===== config.mk =====
export PLATFORM = sky130hd
export DESIGN_NAME = vcmc_merge
export DESIGN_NICKNAME = d
export VERILOG_FILES = /design/src/vcmc_pkg.sv /design/src/vcmc_merge.sv
export SDC_FILE = /design/constraint.sdc
export NUM_CORES = 1
export LEC_CHECK = 0
export ABC_AREA = 0
export BUFFER_PORTS_ARGS = -buffer_cell sky130_fd_sc_hd__buf_2
export CAP_MARGIN = 10
export CORE_MARGIN = 1.5
export CORE_UTILIZATION = 30
export DETAILED_ROUTE_END_ITERATION = 16
export PLACE_DENSITY = 0.57
export SETUP_SLACK_MARGIN = 0.05
export SLEW_MARGIN = 20
export SYNTH_ARGS = -nofsm -noshare
export SYNTH_HDL_FRONTEND = slang
export SYNTH_SLANG_ARGS = --single-unit

===== constraint.sdc =====
create_clock -name vclk -period 10.1
set_input_delay 1.01 -clock vclk [all_inputs]
set_output_delay 1.01 -clock vclk [all_outputs]
set_load 0.02 [all_outputs]

===== src/vcmc_pkg.sv =====
// shared constants and types of the fifo vertex cache miss counter
package vcmc_pkg;

    localparam int CACHE_DEPTH = 32;
    localparam int VERTS       = 3;
    localparam int VERT_W      = 32;
    localparam int SIZE_W      = 6;
    localparam int FILL_W      = $clog2(CACHE_DEPTH + 1);
    localparam int CMP_W       = FILL_W + 1;
    localparam int MASK_W      = 3;
    localparam int FMISS_W     = 2;
    localparam int MISS_W      = 34;
    localparam int FACE_W      = 32;

    localparam logic [SIZE_W-1:0] SIZE_RESET = SIZE_W'(16);
    localparam logic [FACE_W-1:0] FACE_MAX   = '1;

    typedef logic [VERT_W-1:0] t_vert;
    typedef logic [FILL_W-1:0] t_fill;
    typedef logic [VERTS-1:0]  t_lane_eq;

    typedef struct packed {
        logic [MASK_W-1:0]  miss_mask;
        logic [FMISS_W-1:0] face_misses;
        t_fill              fill;
    } t_merge_result;

endpackage


===== src/vcmc_merge.sv =====
// merge of the lane compares into the per-vertex miss mask and the new fill level
module vcmc_merge (
    input  vcmc_pkg::t_lane_eq      i_eq [vcmc_pkg::CACHE_DEPTH],
    input  vcmc_pkg::t_fill         i_fill,
    input  vcmc_pkg::t_fill         i_lim,
    input  vcmc_pkg::t_vert         i_vertex_a,
    input  vcmc_pkg::t_vert         i_vertex_b,
    input  vcmc_pkg::t_vert         i_vertex_c,
    output vcmc_pkg::t_merge_result o_res
);
    import vcmc_pkg::*;

    typedef logic [CMP_W-1:0] t_cmp;

    logic  hit_a, hit_b, hit_c;
    logic  miss_a, miss_b, miss_c;
    t_fill fill1, fill2, fill3;
    t_cmp  shift2;

    function automatic t_fill grow(input t_fill fill, input t_fill lim, input logic miss);
        t_fill res;
        res = fill;
        if (miss) begin
            res = (fill >= lim) ? lim : fill + 1'b1;
        end
        return res;
    endfunction

    always_comb begin
        // first vertex sees the held entries only
        hit_a = 1'b0;
        for (int i = 0; i < CACHE_DEPTH; i++) begin
            if (i_eq[i][0] && (t_cmp'(i) < t_cmp'(i_fill))) hit_a = 1'b1;
        end
        miss_a = !hit_a;
        fill1  = grow(i_fill, i_lim, miss_a);

        // old entries moved down by one if the first vertex went in
        hit_b = miss_a && (i_vertex_b == i_vertex_a);
        for (int i = 0; i < CACHE_DEPTH; i++) begin
            if (i_eq[i][1] && (t_cmp'(i) + t_cmp'(miss_a) < t_cmp'(fill1))) hit_b = 1'b1;
        end
        miss_b = !hit_b;
        fill2  = grow(fill1, i_lim, miss_b);

        shift2 = t_cmp'(miss_a) + t_cmp'(miss_b);
        hit_c  = (miss_b && (i_vertex_c == i_vertex_b)) ||
                 (miss_a && (i_vertex_c == i_vertex_a) &&
                  (!miss_b || (fill2 >= t_fill'(2))));
        for (int i = 0; i < CACHE_DEPTH; i++) begin
            if (i_eq[i][2] && (t_cmp'(i) + shift2 < t_cmp'(fill2))) hit_c = 1'b1;
        end
        miss_c = !hit_c;
        fill3  = grow(fill2, i_lim, miss_c);

        o_res.miss_mask   = {miss_c, miss_b, miss_a};
        o_res.face_misses = FMISS_W'(miss_a) + FMISS_W'(miss_b) + FMISS_W'(miss_c);
        o_res.fill        = fill3;
    end

endmodule


# ---- Yosys cells after proc, flatten, opt, wreduce, memory -nomap -nowiden
# Cells that the tools add are included.
dict set report word_totals {
  word_cells 378
  output_inout_bits 11
  in_bits 204
  regBits 0
}
dict set report op_classes {
  n_mux 102
  eq_ne 3
  add_sub_neg 68
  n_reduce_logical 105
  magnitude_cmp 100
}
# operator count
set op_table {}
lappend op_table {{6-bit < comparator} 32}
lappend op_table {{1-bit logical AND} 100}
lappend op_table {{5-bit by 1-bit adder with 6-bit output, first input constant} 16}
lappend op_table {{5-bit by 2-bit adder with 6-bit output, first input constant} 16}
lappend op_table {{32-bit == test} 3}
lappend op_table {{5-bit by 6-bit < comparator with 1-bit output} 16}
lappend op_table {{5-bit by 6-bit < comparator with 1-bit output, first input constant} 16}
lappend op_table {{1-bit two-way mux} 96}
lappend op_table {{4-bit by 6-bit < comparator with 1-bit output} 8}
lappend op_table {{4-bit by 6-bit < comparator with 1-bit output, first input constant} 8}
lappend op_table {{4-bit by 1-bit adder with 5-bit output, first input constant} 8}
lappend op_table {{4-bit by 2-bit adder with 5-bit output, first input constant} 8}
lappend op_table {{6-bit two-way mux} 6}
lappend op_table {{3-bit by 6-bit < comparator with 1-bit output} 5}
lappend op_table {{3-bit by 6-bit < comparator with 1-bit output, first input constant} 4}
lappend op_table {{6-bit by 1-bit adder with 6-bit output, second input constant} 3}
lappend op_table {{6-bit greater-or-equal comparator} 3}
lappend op_table {{3-bit by 1-bit adder with 4-bit output, first input constant} 4}
lappend op_table {{3-bit by 2-bit adder with 4-bit output, first input constant} 4}
lappend op_table {{1-bit by 6-bit < comparator with 1-bit output, first input constant} 2}
lappend op_table {{2-bit by 6-bit < comparator with 1-bit output} 2}
lappend op_table {{2-bit by 6-bit < comparator with 1-bit output, first input constant} 2}
lappend op_table {{2-bit by 1-bit adder with 3-bit output, first input constant} 2}
lappend op_table {{2-bit by 2-bit adder with 3-bit output, first input constant} 2}
lappend op_table {{other kinds (8)} 12}

# ---- Longest topological paths before layout
dict set report depth {
  ltp_word 108
  depth_mapped 47
  mapped_depth_nobuf 40
}

# ---- Least setup slack after synthesis
# OpenSTA, ideal clock, no wires.
dict set report synth_timing {
  path_kind {input port to output port}
  start {input i_fill[1]}
  end {output o_res[6] (netlist name)}
  path_buffers 7
  slack_ns -0.369
  path_stages 45
  arrival_ns 9.459
  t_required_ns 9.090
  cell_sequence {clkbuf_1 -> buf_1 -> inv_1 -> ha_1 -> inv_1 -> a222oi_1 -> o221ai_1 -> a2111o_1 -> nor3_4 -> buf_2 -> buf_4 -> buf_2 -> mux2_2 -> inv_1 -> ha_1 -> a21oi_1 -> nor2b_1 -> maj3_1 -> [9 not listed] -> inv_1 -> ha_1 -> nor2b_1 -> o21ai_0 -> nand3b_1 -> a21oi_1 -> nor3_1 -> o21ai_0 -> o21ai_0 -> o311a_1 -> nand4_1 -> nor4_1 -> and3_1 -> buf_4 -> inv_2 -> buf_6 -> fa_1 -> inv_1}
}
# item line_no
set synth_lines {}
lappend synth_lines {{start: declaration} vcmc_merge.sv:4} ;# input vcmc_pkg::t_fill i_fill,
lappend synth_lines {{end: declaration} vcmc_merge.sv:9} ;# output vcmc_pkg::t_merge_result o_res

==> impl_results.md <==
- Type of element capturing the critical path: output port
- Share of power burned in registers: 0%
- Pin count of the biggest net entering global routing: 39
- Slowest cell on crit path: or4_4
- Fillers: 1,923
- WP data required: 9.09 ns
- Worst slew pin tran: 0.9936 ns
- Post-DP HPWL: 20.75 mm
- DP Area: 7086 um^2
- Flip-flop and latch area: 0 um^2
- Hold-fix buffers, CTS: 0
- Tot GR Track Use: 23.97%
- Final hold vios: 0
- Peak VDD IR: 0.03142 mV
- PortBufs: 215
- Worst EP arrival: 8.70 ns
- Setup TNS: 0 ns
- WL met2: 12.08 mm
- Part of the power in combinational logic: 100.0%
- Seq/Total Area, Yosys: 0%
- Num sequential: 0
- Switching Share: 57.64%
- Placed cell count: 1,246
- Crit Path Class: input pin to output port
- Crit-path max cell delay: 0.57 ns
- Crit-path max FO: 16
- Drt via density: 5.842
- Met3 WL: 2.113 mm
- # clk buffers: 0
- Nets: 1,300
- Vias in the first global route: 7,135
- WL final: 25.21 mm
- Most frequent cells in the layout: 215 x buf_2, 67 x xor2_1, 66 x buf_4
- Status: complete, no violations
- DR vias: 7,413
- Remaining antenna violation count after routing: 0
- GRT overflow: 0
- Slew headroom: 31.87%
- Distinct cells, synth: 87
- Fin crit period: 9.713 ns
- NetSw: 180.2 uW
- Power Density: 41.76 nW/um^2
- Die area: 19,320 um^2
- Gpl congestion: 0.9767
- Post-Route Utilization: 41.53%
- CP dominant cell by count: inv_2
- Layout cells sized above 1: 33.75%
- Post-synthesis area per instance: 6.945 um^2
- Num rows: 49
- DRT iter0 DRCs: 782
- Area growth from synthesis to layout: 34.90%
- Max-slew violation count: 0
- Pleak: 3.420 nW
- Cell Count, Final, Fillers Out: 1,269
- Antenna cells: 0
- Met1 Wirelength: 9.960 mm
- Final Power: 312.6 uW
- Final Cycle Share: 96.17%
- Synth warn: 0
- Highest Signal Layer: met4
- Die X: 139.0 um
- Post-Syn Area: 5549 um^2
- Pint: 132.4 uW
- Setup-failing EPs final: 0
- Startpoint types: input pin
- Final Instance Area: 7486 um^2
- First-pass GRT wire length: 37.76 mm
- Die height: 139.0 um
- Antenna violations before repair: 0
- I/O pin cnt: 215
- Syn Nets: 1,057
- Commonest non-fill, non-tap cell in the layout: buf_2
- FMAX: 0.1030 GHz
- Instance count of the mapped netlist: 799
- Routed WL per cell: 19.87 um
- DR pass1 iterations: 7
- Core Box Area: 18,020 um^2
- MaxCap Viol Count: 0
- Worst Hold Class: input pin to output port
- Clock share of power: 0%
- DR DRC count: 0
- Initial Util: 30.79%
[per-layer routing]
metal	track usage, %	vias to the layer above
li1	-	3532
met1	29.66	3395
met2	42.39	418
met3	3.004	68
met4	8.772	0
met5	0	-
[logic make-up after synthesis]
kind of cell | after synthesis | share of synthesized area [%]
AO/OA/AOI/OAI | 231 | 29.65
AND/OR/NAND/NOR | 275 | 27.35
buffers and inverters | 101 | 7.914
multiplexers | 32 | 5.998
XOR/XNOR | 104 | 16.41
adder cells (fa/ha/maj) | 56 | 12.67
[Yosys cell counts (8+ instances only)]
cell	n	share of area (%)
a31oi_1	10	1.1
nor3_1	23	2.1
mux2i_1	24	4.3
o21ai_0	34	3.1
xnor2_1	37	5.8
nand4_1	20	2.3
o211ai_1	10	1.4
nor2b_1	8	0.90
and3_1	14	1.6
nand2_1	57	3.9
nand2b_1	10	1.1
xor2_1	67	11
or3_1	8	0.90
a21oi_1	51	4.6
o31ai_1	9	1.2
nor2_1	37	2.5
nor4_1	27	3.0
ha_1	53	12
o2111ai_1	8	1.3
inv_1	50	3.4
o22ai_1	11	1.2
a21o_1	10	1.4
nand3_1	25	2.3
clkbuf_1	24	1.6
[final cells by class]
type / instances / area, um^2 / area share [%]
tap: 229 / 286.5 / 3.828
inverter: 55 / 219.0 / 2.925
timing repair buffer: 287 / 1679 / 22.43
multi-input combinational: 698 / 5301 / 70.82
[per-stage QoR]
step	hold slack, ns	setup slack (ns)
after floorplan	2.270	0.06339
after global placement	2.512	0.3059
after detailed placement	2.521	0.1134
after CTS	2.522	0.1052
after global routing	2.553	-0.004156
final	2.509	0.3873
[worst paths after layout]
| kind | depth (start not counted) | slack [ns] | end | from |
|---|---|---|---|---|
| worst max-delay path | 35 | 0.39 | o_res[6] | i_fill[1] |
| worst min-delay path | 4 | 2.51 | o_res[5] | i_lim[5] |
[power by group through the flow]
stage / logic, mW / clock network (mW) / registers (mW)
3_3_place_gp: 0.297 / 0 / 0
2_1_floorplan: 0.168 / 0 / 0
6_report: 0.313 / 0 / 0
5_1_grt: 0.338 / 0 / 0
4_1_cts: 0.297 / 0 / 0
3_5_place_dp: 0.296 / 0 / 0
[worst max-delay path: cells and delay by family]
family / cells / cell delay, ns
adders and majority gates: 4 / 1.40
and+or+nand+nor: 10 / 2.69
muxes: 2 / 0.42
AOI/OAI and AO/OA: 9 / 2.04
buffers and inverters: 10 / 1.12
[repair_timing]
item / in CTS / in global routing
endpoints found under the setup margin: 0 / 9
setup buffers: 0 / 22
gates resized for setup: 0 / 49
Power figures use the tool's default switching activity.
