==> src/vcmc_pkg.sv <==
// shared constants and types of the fifo vertex cache miss counter
package vcmc_pkg;

    localparam int CACHE_DEPTH = 32;
    localparam int VERTS       = 3;
    localparam int VERT_W      = 32;
    localparam int SIZE_W      = 6;
    localparam int FILL_W      = $clog2(CACHE_DEPTH + 1);
    localparam int CMP_W       = FILL_W + 1;
    localparam int MASK_W      = 3;
    localparam int FMISS_W     = 2;
    localparam int MISS_W      = 34;
    localparam int FACE_W      = 32;

    localparam logic [SIZE_W-1:0] SIZE_RESET = SIZE_W'(16);
    localparam logic [FACE_W-1:0] FACE_MAX   = '1;

    typedef logic [VERT_W-1:0] t_vert;
    typedef logic [FILL_W-1:0] t_fill;
    typedef logic [VERTS-1:0]  t_lane_eq;

    typedef struct packed {
        logic [MASK_W-1:0]  miss_mask;
        logic [FMISS_W-1:0] face_misses;
        t_fill              fill;
    } t_merge_result;

endpackage

==> src/vcmc_lane.sv <==
// one cache entry lane: tag compare against the three vertices of a triangle
module vcmc_lane (
    input  vcmc_pkg::t_vert    i_entry,
    input  vcmc_pkg::t_vert    i_vertex_a,
    input  vcmc_pkg::t_vert    i_vertex_b,
    input  vcmc_pkg::t_vert    i_vertex_c,
    output vcmc_pkg::t_lane_eq o_eq
);
    import vcmc_pkg::*;

    assign o_eq = {i_entry == i_vertex_c, i_entry == i_vertex_b, i_entry == i_vertex_a};

endmodule

==> config.mk <==
export PLATFORM = sky130hd
export DESIGN_NAME = vcmc_lane
export DESIGN_NICKNAME = d
export VERILOG_FILES = /design/src/vcmc_pkg.sv /design/src/vcmc_lane.sv
export SDC_FILE = /design/constraint.sdc
export NUM_CORES = 1
export LEC_CHECK = 0
export BUFFER_PORTS_ARGS = -buffer_cell sky130_fd_sc_hd__buf_2
export CAP_MARGIN = 15
export CORE_ASPECT_RATIO = 0.7
export CORE_MARGIN = 2
export CORE_UTILIZATION = 34
export DETAILED_ROUTE_END_ITERATION = 16
export GPL_TIMING_DRIVEN = 0
export PLACE_DENSITY_LB_ADDON = 0.2
export SYNTH_ARGS = -nofsm -noshare
export SYNTH_HDL_FRONTEND = slang
export SYNTH_SLANG_ARGS = --single-unit
==> constraint.sdc <==
create_clock -name vclk -period 1.17
set_input_delay 0.1755 -clock vclk [all_inputs]
set_output_delay 0.1755 -clock vclk [all_outputs]
set_load 0.01 [all_outputs]
==> After elaboration in Yosys (flattened, before gate mapping) <==
Index checks and enable logic that the tools add are counted.
{ "totals": {"regBits": 0, "inputBits": 128, "output_inout_bits": 3, "word_cells": 3} }
{ "op_classes": {"eq_ne": 3} }
{ "ops": {"columns": ["cell", "count"], "rows": [
  ["32-bit == test", 3]
]} }

==> Longest topological paths before layout <==
Gate-level depths: netlist of run 1.
{ "depth": {"ltp_word": 1, "depth_mapped": 4, "mapped_depth_nobuf": 4} }

==> Least setup slack after synthesis of run 1 <==
Ideal clock, no wire load.
{ "synth_path": {"kind": "input -> output", "from": "in i_entry[31]", "to": "out o_eq[0]", "arrival_ps": 870, "required_ps": 995, "path_slack_ps": 125, "cell_stages": 4, "n_path_buf": 0, "cell_sequence": "xor2_1 -> nor4_1 -> nand4_1 -> nor2_1"} }
{ "synth_between": {"elab_chain_cells": 1} }
{ "synth_rtl": {"columns": ["item", "line_no", "source"], "rows": [
  ["start: declaration", "vcmc_lane.sv:3", "input vcmc_pkg::t_vert i_entry,"],
  ["32-bit == test", "vcmc_lane.sv:11", "assign o_eq = {i_entry == i_vertex_c, i_entry == i_vertex_b, i_entry == i_vertex_a};"],
  ["end: declaration", "vcmc_lane.sv:7", "output vcmc_pkg::t_lane_eq o_eq"]
]} }
No other way between the ends.

==> Final worst setup path of run 1 <==
{ "layout_path": {"from": "in i_entry[25]", "to": "out o_eq[2]"} }
The elaborated chain is that of the path after synthesis.

==> results of run 1 <==
-- per-stage QoR --
step / setup slack, ps / instances
2_1_floorplan: 125 / 129
3_3_place_gp: -304 / 296
3_5_place_dp: -310 / 296
4_1_cts: -193 / 296
5_1_grt: -247 / 296
6_report: -196 / 296
-- cells in the mapped netlist --
library cell | n | share of area
xor2_1 | 96 | 0.81
nor4_1 | 24 | 0.14
nand4_1 | 6 | 0.036
nor2_1 | 3 | 0.011
-- how the worst min path moves through the flow --
| stage | start | to | slack, ps |
|---|---|---|---|
| 3_3_place_gp | i_vertex_c[28] | o_eq[2] | 850 |
| 4_1_cts | i_vertex_c[28] | o_eq[2] | 870 |
| 5_1_grt | i_vertex_a[0] | o_eq[0] | 890 |
| 2_1_floorplan | i_vertex_a[17] | o_eq[0] | 620 |
| 6_report | i_vertex_a[0] | o_eq[0] | 860 |
| 3_5_place_dp | i_vertex_c[28] | o_eq[2] | 870 |
-- cell usage in the layout, fill, tap and decap left out, drive strengths merged --
master	count
nand4	6
nor4	24
buf	131
xor2	96
nor2	3
-- layout make-up --
cell class | instances | area, sq um | share of cell area
multi-input combinational | 129 | 1190 | 0.605
tap | 36 | 45.0 | 0.0229
timing repair buffer | 131 | 731 | 0.372
-- repair_timing --
action	4_1_cts	5_1_grt
endpoints found under the setup margin	3	3
resized for setup	19	26
pin swaps	16	16
hold endpoints to repair	0	0
hold buffers	0	0
-- per-layer routing --
layer  global-route usage  vias to the layer above
li1                     -                      703
met1                0.262                      636
met2                0.360                       50
met3               0.0181                        2
met4               0.0160                        0
met5                    0                        -
-- power groups by stage --
| stage | clock network [mW] | logic [mW] | registers, mW |
|---|---|---|---|
| floorplan | 0 | 0.232 | 0 |
| global placement | 0 | 0.554 | 0 |
| detailed placement | 0 | 0.562 | 0 |
| CTS | 0 | 0.612 | 0 |
| global route | 0 | 0.723 | 0 |
| finish | 0 | 0.664 | 0 |
-- cell families (layout without fill, tap and decap cells) --
group                     Yosys count  after routing
xor gates and xnor gates           96             96
and+or+nand+nor                    33             33
buffers and inverters               0            131
-- worst min-delay path, stage by stage --
cell and delay, ps:
buf_6 80, xor2_2 120, nor4_2 60, nand4_1 70, nor2_1 40, buf_2 130
==> results.py, run 1 <==
metrics = {
    "drt": {
        "drc": 0,
        "vias_per_cell": 4.70,
        "met1Wirelength_mm": 1.68,
        "wl_met2_mm": 1.93,
        "drtIter0Drc": 28,
        "dr_total_vias": 1391,
        "ant_nets": 0,
        "first_pass_iters": 4,
        "wl_per_cell_microns": 13.0,
        "maxUsedRoutingLayer": "met4",
        "wl_mm": 3.84,
        "wl_met3_microns": 205,
    },
    "critical_path": {
        "crit_path_end": "o_eq[2]",
        "critPathLaunchType": "primary input",
        "path_depth": 6,
        "crit_buf_inv": 2,
        "path_delay_family": "simple AND/OR/NAND/NOR gates",
        "cp-end-kind": "primary output",
        "crit_path_frequent_cell": "buf_2",
        "worstPathRequired_ps": 990,
        "critPathMaxFanout": 3,
        "crit_start": "i_entry[25]",
        "path_class": "primary input to primary output",
        "slowest_stage": "nor4_2",
        "critPathMaxStageDelay_ps": 360,
        "crit_arrival_ps": 1190,
        "crit_path_cell_trace": "buf_2 > xor2_1 > nor4_2 > nand4_1 > nor2_1 > buf_2",
    },
    "place": {
        "placed_area_sq_um": 1740,
        "port_buffers": 131,
        "dp_hpwl_mm": 3.28,
        "finalWeightedCongestion": 0.853,
    },
    "global_route": {
        "overflow": 0,
        "grt_max_degree": 4,
        "grt_pass1_vias": 1342,
        "grt_use_total": 0.197,
        "grt_pass1_wl_mm": 5.75,
        "antenna_found_initial": 0,
    },
    "sta": {
        "worst_slack_ps": -196,
        "rsz0062_at_grt": "true",
        "setup_viol": 3,
        "period_minus_slack_ps": 1370,
        "fin_setup_tns_ps": -547,
        "period_share": 1.17,
        "hold_ws_ps": 857,
        "maxSlewViolCount": 0,
        "worst_pin_slew_ps": 310,
        "fmax_mhz": 732,
        "hold_viol": 0,
        "slew_headroom": 0.791,
    },
    "layout": {
        "clock_buffers": 0,
        "nNetsFinal": 390,
        "seq_area_sq_um": 0,
        "post-route-util": 0.686,
        "fillers": 259,
        "final_layout_size_suffix_gt1_frac": 0.585,
        "area_delta_synth_final_pct": 88.9,
        "diodes": 0,
        "final_cell_area_sq_um": 1960,
        "seq_cell_count": 0,
    },
    "power": {
        "p_sw_mw": 0.315,
        "p_per_area_nw_per_um2": 338,
        "pwr-share-clk": 0,
        "ir_drop_mv": 0.192,
        "p_leak_nw": 0.987,
        "p_seq_frac": 0,
        "switching_share": 0.474,
        "p_total_mw": 0.664,
        "comb_power_share": 1.000,
        "p_int_mw": 0.349,
    },
    "cts": {
        "postCtsSetupBuffers": 0,
    },
    "floorplanning": {
        "die_area_sq_um": 3520,
        "die_x_microns": 70.1,
        "start_util": 0.363,
        "ios": 131,
        "coreArea_sq_um": 2860,
        "die_y_microns": 50.3,
        "rows": 16,
    },
    "logic_synthesis": {
        "synthMuxAreaShare": 0,
        "yosys_warnings": 0,
        "syn_inst": 129,
        "synth_area_sq_um": 1040,
        "avgSynthCellArea_sq_um": 8.06,
        "synth-compound-area-share": 0,
        "yosysUniqueCellTypes": 4,
        "synth_adder_area_share": 0,
        "yosys.area_share.simple": 0.191,
        "syn-num-nets": 257,
        "synth_xor_area_frac": 0.809,
        "synth_top_family_by_area": "XOR/XNOR gates",
        "synth-seq-area-share": 0,
    },
    "hold_path": {
        "hold_depth": 6,
        "hold_path_class": "primary input to primary output",
    },
    "run_status": {
        "status": "finished with violations",
        "violations": "setup timing",
    },
    "flow_run": {
        "drv_cap": 0,
    },
}
(Power assumes the default switching activity.)
==> inputs of run 2 (changes only) <==
Settings changed: ABC_AREA set to 1, CORE_UTILIZATION 34 to 44, RECOVER_POWER set to 100.
==> run 2 against run 1 <==
Net effect: the flow still finishes with violations (setup timing); cell count grew 120%; non-clock buffer count stayed put; power rose by 41%; core utilization is 6.3 points higher; sequential cell count did not move; largest cell class unchanged; largest power group unchanged; highest routed layer unchanged.
==> results.py, run 2 <==
metrics = {
    "sta": {
        "hold_viol": 0,
        "period_minus_slack_ps": 1190,
        "worst_pin_slew_ps": 140,
        "period_share": 1.02,
        "hold_ws_ps": 857,
        "slew_headroom": 0.906,
        "fin_setup_tns_ps": -26.1,
        "fmax_mhz": 841,
        "maxSlewViolCount": 0,
        "worst_slack_ps": -19.5,
        "rsz0062_at_grt": "true",
        "setup_viol": 2,
    },
    "power": {
        "ir_drop_mv": 0.196,
        "p_int_mw": 0.467,
        "p_leak_nw": 2.15,
        "comb_power_share": 1.000,
        "p_sw_mw": 0.471,
        "switching_share": 0.502,
        "pwr-share-clk": 0,
        "p_seq_frac": 0,
        "p_per_area_nw_per_um2": 315,
    },
    "layout": {
        "seq_cell_count": 0,
        "final_layout_size_suffix_gt1_frac": 0.328,
        "diodes": 0,
        "clock_buffers": 0,
        "mostFrequentLayoutCell": "nand2_1",
        "area_delta_synth_final_pct": 61.4,
        "multi_input_area_sq_um": 1500,
        "layout_common_cells": "270 x nand2_1, 83 x buf_2, 81 x inv_1",
        "fillers": 372,
        "nNetsFinal": 740,
        "seq_area_sq_um": 0,
        "post-route-util": 0.749,
    },
    "floorplanning": {
        "die_area_sq_um": 4730,
        "die_x_microns": 81.4,
        "die_y_microns": 58.2,
        "coreArea_sq_um": 3970,
        "start_util": 0.464,
        "ios": 131,
        "rows": 19,
    },
    "critical_path": {
        "critPathMaxFanout": 4,
        "path_delay_family": "simple AND/OR/NAND/NOR gates",
        "worstPathRequired_ps": 990,
        "slowest_stage": "nor2_2",
        "crit_path_cell_trace": "buf_6 > inv_2 > nand2_1 > nand2_1 > nor2_1 > nand2_1 > nor2_2 > nand2_1 > nor2_1 > buf_2",
        "crit_start": "i_entry[11]",
        "critPathLaunchType": "primary input",
        "crit_buf_inv": 3,
        "cp-end-kind": "primary output",
        "path_depth": 10,
        "critPathMaxStageDelay_ps": 130,
        "path_class": "primary input to primary output",
        "crit_path_frequent_cell": "nand2_1",
        "crit_arrival_ps": 1010,
    },
    "logic_synthesis": {
        "synth_top_area_cell": "nand2_1",
        "synth_area_sq_um": 1840,
        "synth-seq-area-share": 0,
        "syn-num-nets": 607,
        "syn_inst": 479,
        "synth.most_common_cell": "nand2_1",
        "synth_top_area_frac": 0.593,
        "yosys_warnings": 0,
        "synthTopCellsByCount": "291 x nand2_1, 109 x inv_1, 63 x nor2_1",
        "yosysUniqueCellTypes": 5,
        "synthTopCellsByArea": "nand2_1 59%, inv_1 22%, nor2_1 13%, xor2_1 4.3%, inv_2 1.4%",
        "avgSynthCellArea_sq_um": 3.85,
    },
    "hold_path": {
        "hp-start": "i_vertex_b[17]",
        "hold_depth": 9,
        "hold_path_class": "primary input to primary output",
    },
    "cts": {
        "postCtsSetupBuffers": 0,
    },
    "place": {
        "finalWeightedCongestion": 0.906,
        "port_buffers": 131,
        "dp_hpwl_mm": 4.79,
    },
    "global_route": {
        "antenna_found_initial": 0,
        "grt_pass1_vias": 2341,
        "grt_use_total": 0.222,
        "overflow": 0,
        "grt_max_degree": 5,
        "grt_pass1_wl_mm": 8.83,
    },
    "drt": {
        "wl_mm": 6.04,
        "drc": 0,
        "dr_total_vias": 2852,
        "drtIter0Drc": 84,
        "ant_nets": 0,
        "wl_per_cell_microns": 9.12,
        "first_pass_iters": 4,
        "vias_per_cell": 4.31,
    },
    "run_status": {
        "status": "finished with violations",
        "violations": "setup timing",
    },
    "flow_run": {
        "drv_cap": 0,
    },
}
==> run 2: cell types whose count changed after synthesis, sizes merged <==
cell   before  now
inv         0  116
xor2       96    9
nor2        3   63
nand2       0  291
nor4       24    0
nand4       6    0
==> run 2: area by class of cell <==
cell class | instances | share of cell area
Multi-Input combinational cell | 363 | 0.503
Timing Repair Buffer | 131 | 0.320
Inverter | 116 | 0.155
Tap cell | 52 | 0.0219
==> run 2: repair_timing <==
| item | CTS | global route |
|---|---|---|
| endpoints found under the setup margin | 3 | 3 |
| pin swaps | 46 | 72 |
| hold buffers | 0 | 0 |
| gates resized for setup | 56 | 96 |
==> run 2: path summary, 6_finish.rpt <==
path	end	slack, ps
max	o_eq[2]	-20
min	o_eq[1]	860
==> run 2: cells by family (layout without fill, tap and decap cells) <==
group                     count (synthesis)  in the layout  share of synthesized area
xor gates and xnor gates                  9              9                     0.0428
buffers and inverters                   116            247                      0.236
and+or+nand+nor                         354            354                      0.721
==> run 2: worst min-delay path: stages <==
cell and delay [ps]:
buf_6 70, nand2_2 40, nand2_1 40, nor2_1 30, nand2_1 40, nor2_1 40, nand2_1 60, nor2_1 40
buf_2 130
==> run 2: power groups by stage <==
| stage | Clock (mW) | Combinational, mW | Sequential (mW) |
|---|---|---|---|
| after floorplan | 0 | 0.403 | 0 |
| after global placement | 0 | 0.731 | 0 |
| after detailed placement | 0 | 0.756 | 0 |
| after CTS | 0 | 0.810 | 0 |
| after global routing | 0 | 1.06 | 0 |
| final | 0 | 0.937 | 0 |
==> run 2: stage by stage <==
| step | std cells | total power, mW | worst slack, ps | cell area (sq um) |
|---|---|---|---|---|
| after detailed placement | 662 | 0.756 | -64.9 | 2560 |
| after global placement | 662 | 0.731 | -50.6 | 2560 |
| after floorplan | 479 | 0.403 | 258 | 1840 |
| after CTS | 662 | 0.810 | -12.1 | 2670 |
| after global routing | 662 | 1.06 | -89.0 | 2980 |
| final | 662 | 0.937 | -19.5 | 2980 |
==> run 2: metal layers <==
| layer | vias to the layer above | track usage | wire [microns] |
|---|---|---|---|
| met4 | 0 | 0.00484 | 70 |
| met2 | 75 | 0.420 | 2940 |
| met1 | 1175 | 0.291 | 2650 |
| met3 | 6 | 0.0156 | 367 |
| li1 | 1596 | - | - |
| met5 | - | 0 | 0 |
==> inputs of run 3 (changes only) <==
Settings changed: CORE_MARGIN 2 to not set.
==> run 3 against run 2 <==
Net effect: the run still ends with setup timing left; first-iteration DRC count up 20%; via count up 0.63%; setup slack worse by 26 ps; combinational power up 1%; power up 1.1%; maximum frequency down 2.1%; sequential cell count unchanged; cell count unchanged; global-route usage up 1.9 points.
==> results.py, run 3 (synthesized netlist as in run 2, its figures left out) <==
metrics = {
    "layout": {
        "final_cell_area_sq_um": 3000,
        "diodes": 0,
        "fin_cells": 662,
        "clock_buffers": 0,
        "mostFrequentLayoutCell": "nand2_1",
        "final_layout_size_suffix_gt1_frac": 0.341,
        "post-route-util": 0.754,
        "seq_area_sq_um": 0,
        "area_delta_synth_final_pct": 62.5,
        "nNetsFinal": 740,
        "seq_cell_count": 0,
        "layout_common_cells": "257 x nand2_1, 85 x inv_1, 84 x buf_2",
    },
    "global_route": {
        "grt_use_total": 0.241,
        "antenna_found_initial": 0,
        "grt_pass1_vias": 2380,
        "overflow": 0,
        "grt_pass1_wl_mm": 9.09,
        "grt_max_degree": 5,
    },
    "power": {
        "p_seq_frac": 0,
        "switching_share": 0.506,
        "p_leak_nw": 2.14,
        "p_per_area_nw_per_um2": 316,
        "p_int_mw": 0.468,
        "comb_power_share": 1.000,
        "ir_drop_mv": 0.203,
        "p_sw_mw": 0.480,
        "pwr-share-clk": 0,
    },
    "drt": {
        "wl_mm": 6.03,
        "wl_met3_microns": 325,
        "met1Wirelength_mm": 2.68,
        "drtIter0Drc": 101,
        "wl_per_cell_microns": 9.10,
        "wl_met2_mm": 2.98,
        "drc": 0,
        "first_pass_iters": 4,
        "ant_nets": 0,
        "maxUsedRoutingLayer": "met4",
        "dr_total_vias": 2870,
        "vias_per_cell": 4.34,
    },
    "place": {
        "post-place-ws_ps": -95.2,
        "port_buffers": 131,
        "place_inst": 662,
        "finalWeightedCongestion": 0.796,
        "dp_hpwl_mm": 4.70,
        "placed_area_sq_um": 2560,
    },
    "floorplanning": {
        "coreArea_sq_um": 3970,
        "die_y_microns": 56.2,
        "die_area_sq_um": 4460,
        "start_util": 0.464,
        "die_x_microns": 79.4,
        "rows": 19,
        "ios": 131,
    },
    "sta": {
        "worst_pin_slew_ps": 154,
        "hold_viol": 0,
        "period_minus_slack_ps": 1220,
        "setup_viol": 2,
        "fmax_mhz": 823,
        "slew_headroom": 0.897,
        "maxSlewViolCount": 0,
        "worst_slack_ps": -45.1,
        "rsz0062_at_grt": "true",
        "period_share": 1.04,
    },
    "run_status": {
        "violations": "setup timing",
        "status": "finished with violations",
    },
    "critical_path": {
        "worstPathRequired_ps": 990,
        "path_class": "primary input to primary output",
        "cp-end-kind": "primary output",
        "critPathMaxFanout": 4,
        "critPathLaunchType": "primary input",
        "crit_arrival_ps": 1040,
    },
    "flow_run": {
        "drv_cap": 0,
    },
    "cts": {
        "cts-hold-fix-buffers": 0,
    },
    "hold_path": {
        "hold_path_class": "primary input to primary output",
    },
}
run 3: cell count changes in the layout (fill, tap and decap cells not counted), moves of 2 or more:
cell,delta
nand2_1,-13
inv_1,+4
buf_6,+2
nand2_2,+14
inv_4,+4
inv_2,-7
buf_8,-2
run 3: timing repair:
item                       in CTS  in global routing
buffers inserted                0                  0
gates resized for setup        42                116
setup endpoints to repair       3                  3
pin swaps                      41                 80
run 3: final cells by class:
cell class                      count  area, sq um
Tap cell                           52         65.1
Multi-Input combinational cell    363         1520
Inverter                          116          465
Fill cell                         369          975
Timing Repair Buffer              131          942
run 3: metal layers:
layer | track usage | up-vias
met2 | 0.442 | 85
met4 | 0 | 0
met3 | 0.0115 | 4
li1 | - | 1597
met1 | 0.327 | 1184
met5 | 0 | -
run 3: path summary, 6_finish.rpt:
check	start	end	slack [ps]	cells after the start
min	i_vertex_b[5]	o_eq[1]	860	9
max	i_entry[9]	o_eq[2]	-50	9
run 3: through the flow:
step	power, mW	hold WS [ps]	TNS (ps)
2_1_floorplan	0.403	628	0
3_3_place_gp	0.730	854	-114
3_5_place_dp	0.755	870	-210
4_1_cts	0.796	879	-86.6
5_1_grt	1.07	901	-332
6_report	0.948	855	-48.8
run 3: worst max-delay path, stage by stage:
cell and delay, ps:
buf_4 130, nand2_1 70, nand2_1 50, nor2_1 140, nand2_2 80, nor2_2 110, nand2_1 50, nor2_1 80
buf_2 150
run 3: power by group through the flow:
stage	sequential, mW	combinational [mW]	clock (mW)
final	0	0.948	0
after CTS	0	0.796	0
after global routing	0	1.07	0
after detailed placement	0	0.755	0
after floorplan	0	0.403	0
after global placement	0	0.730	0
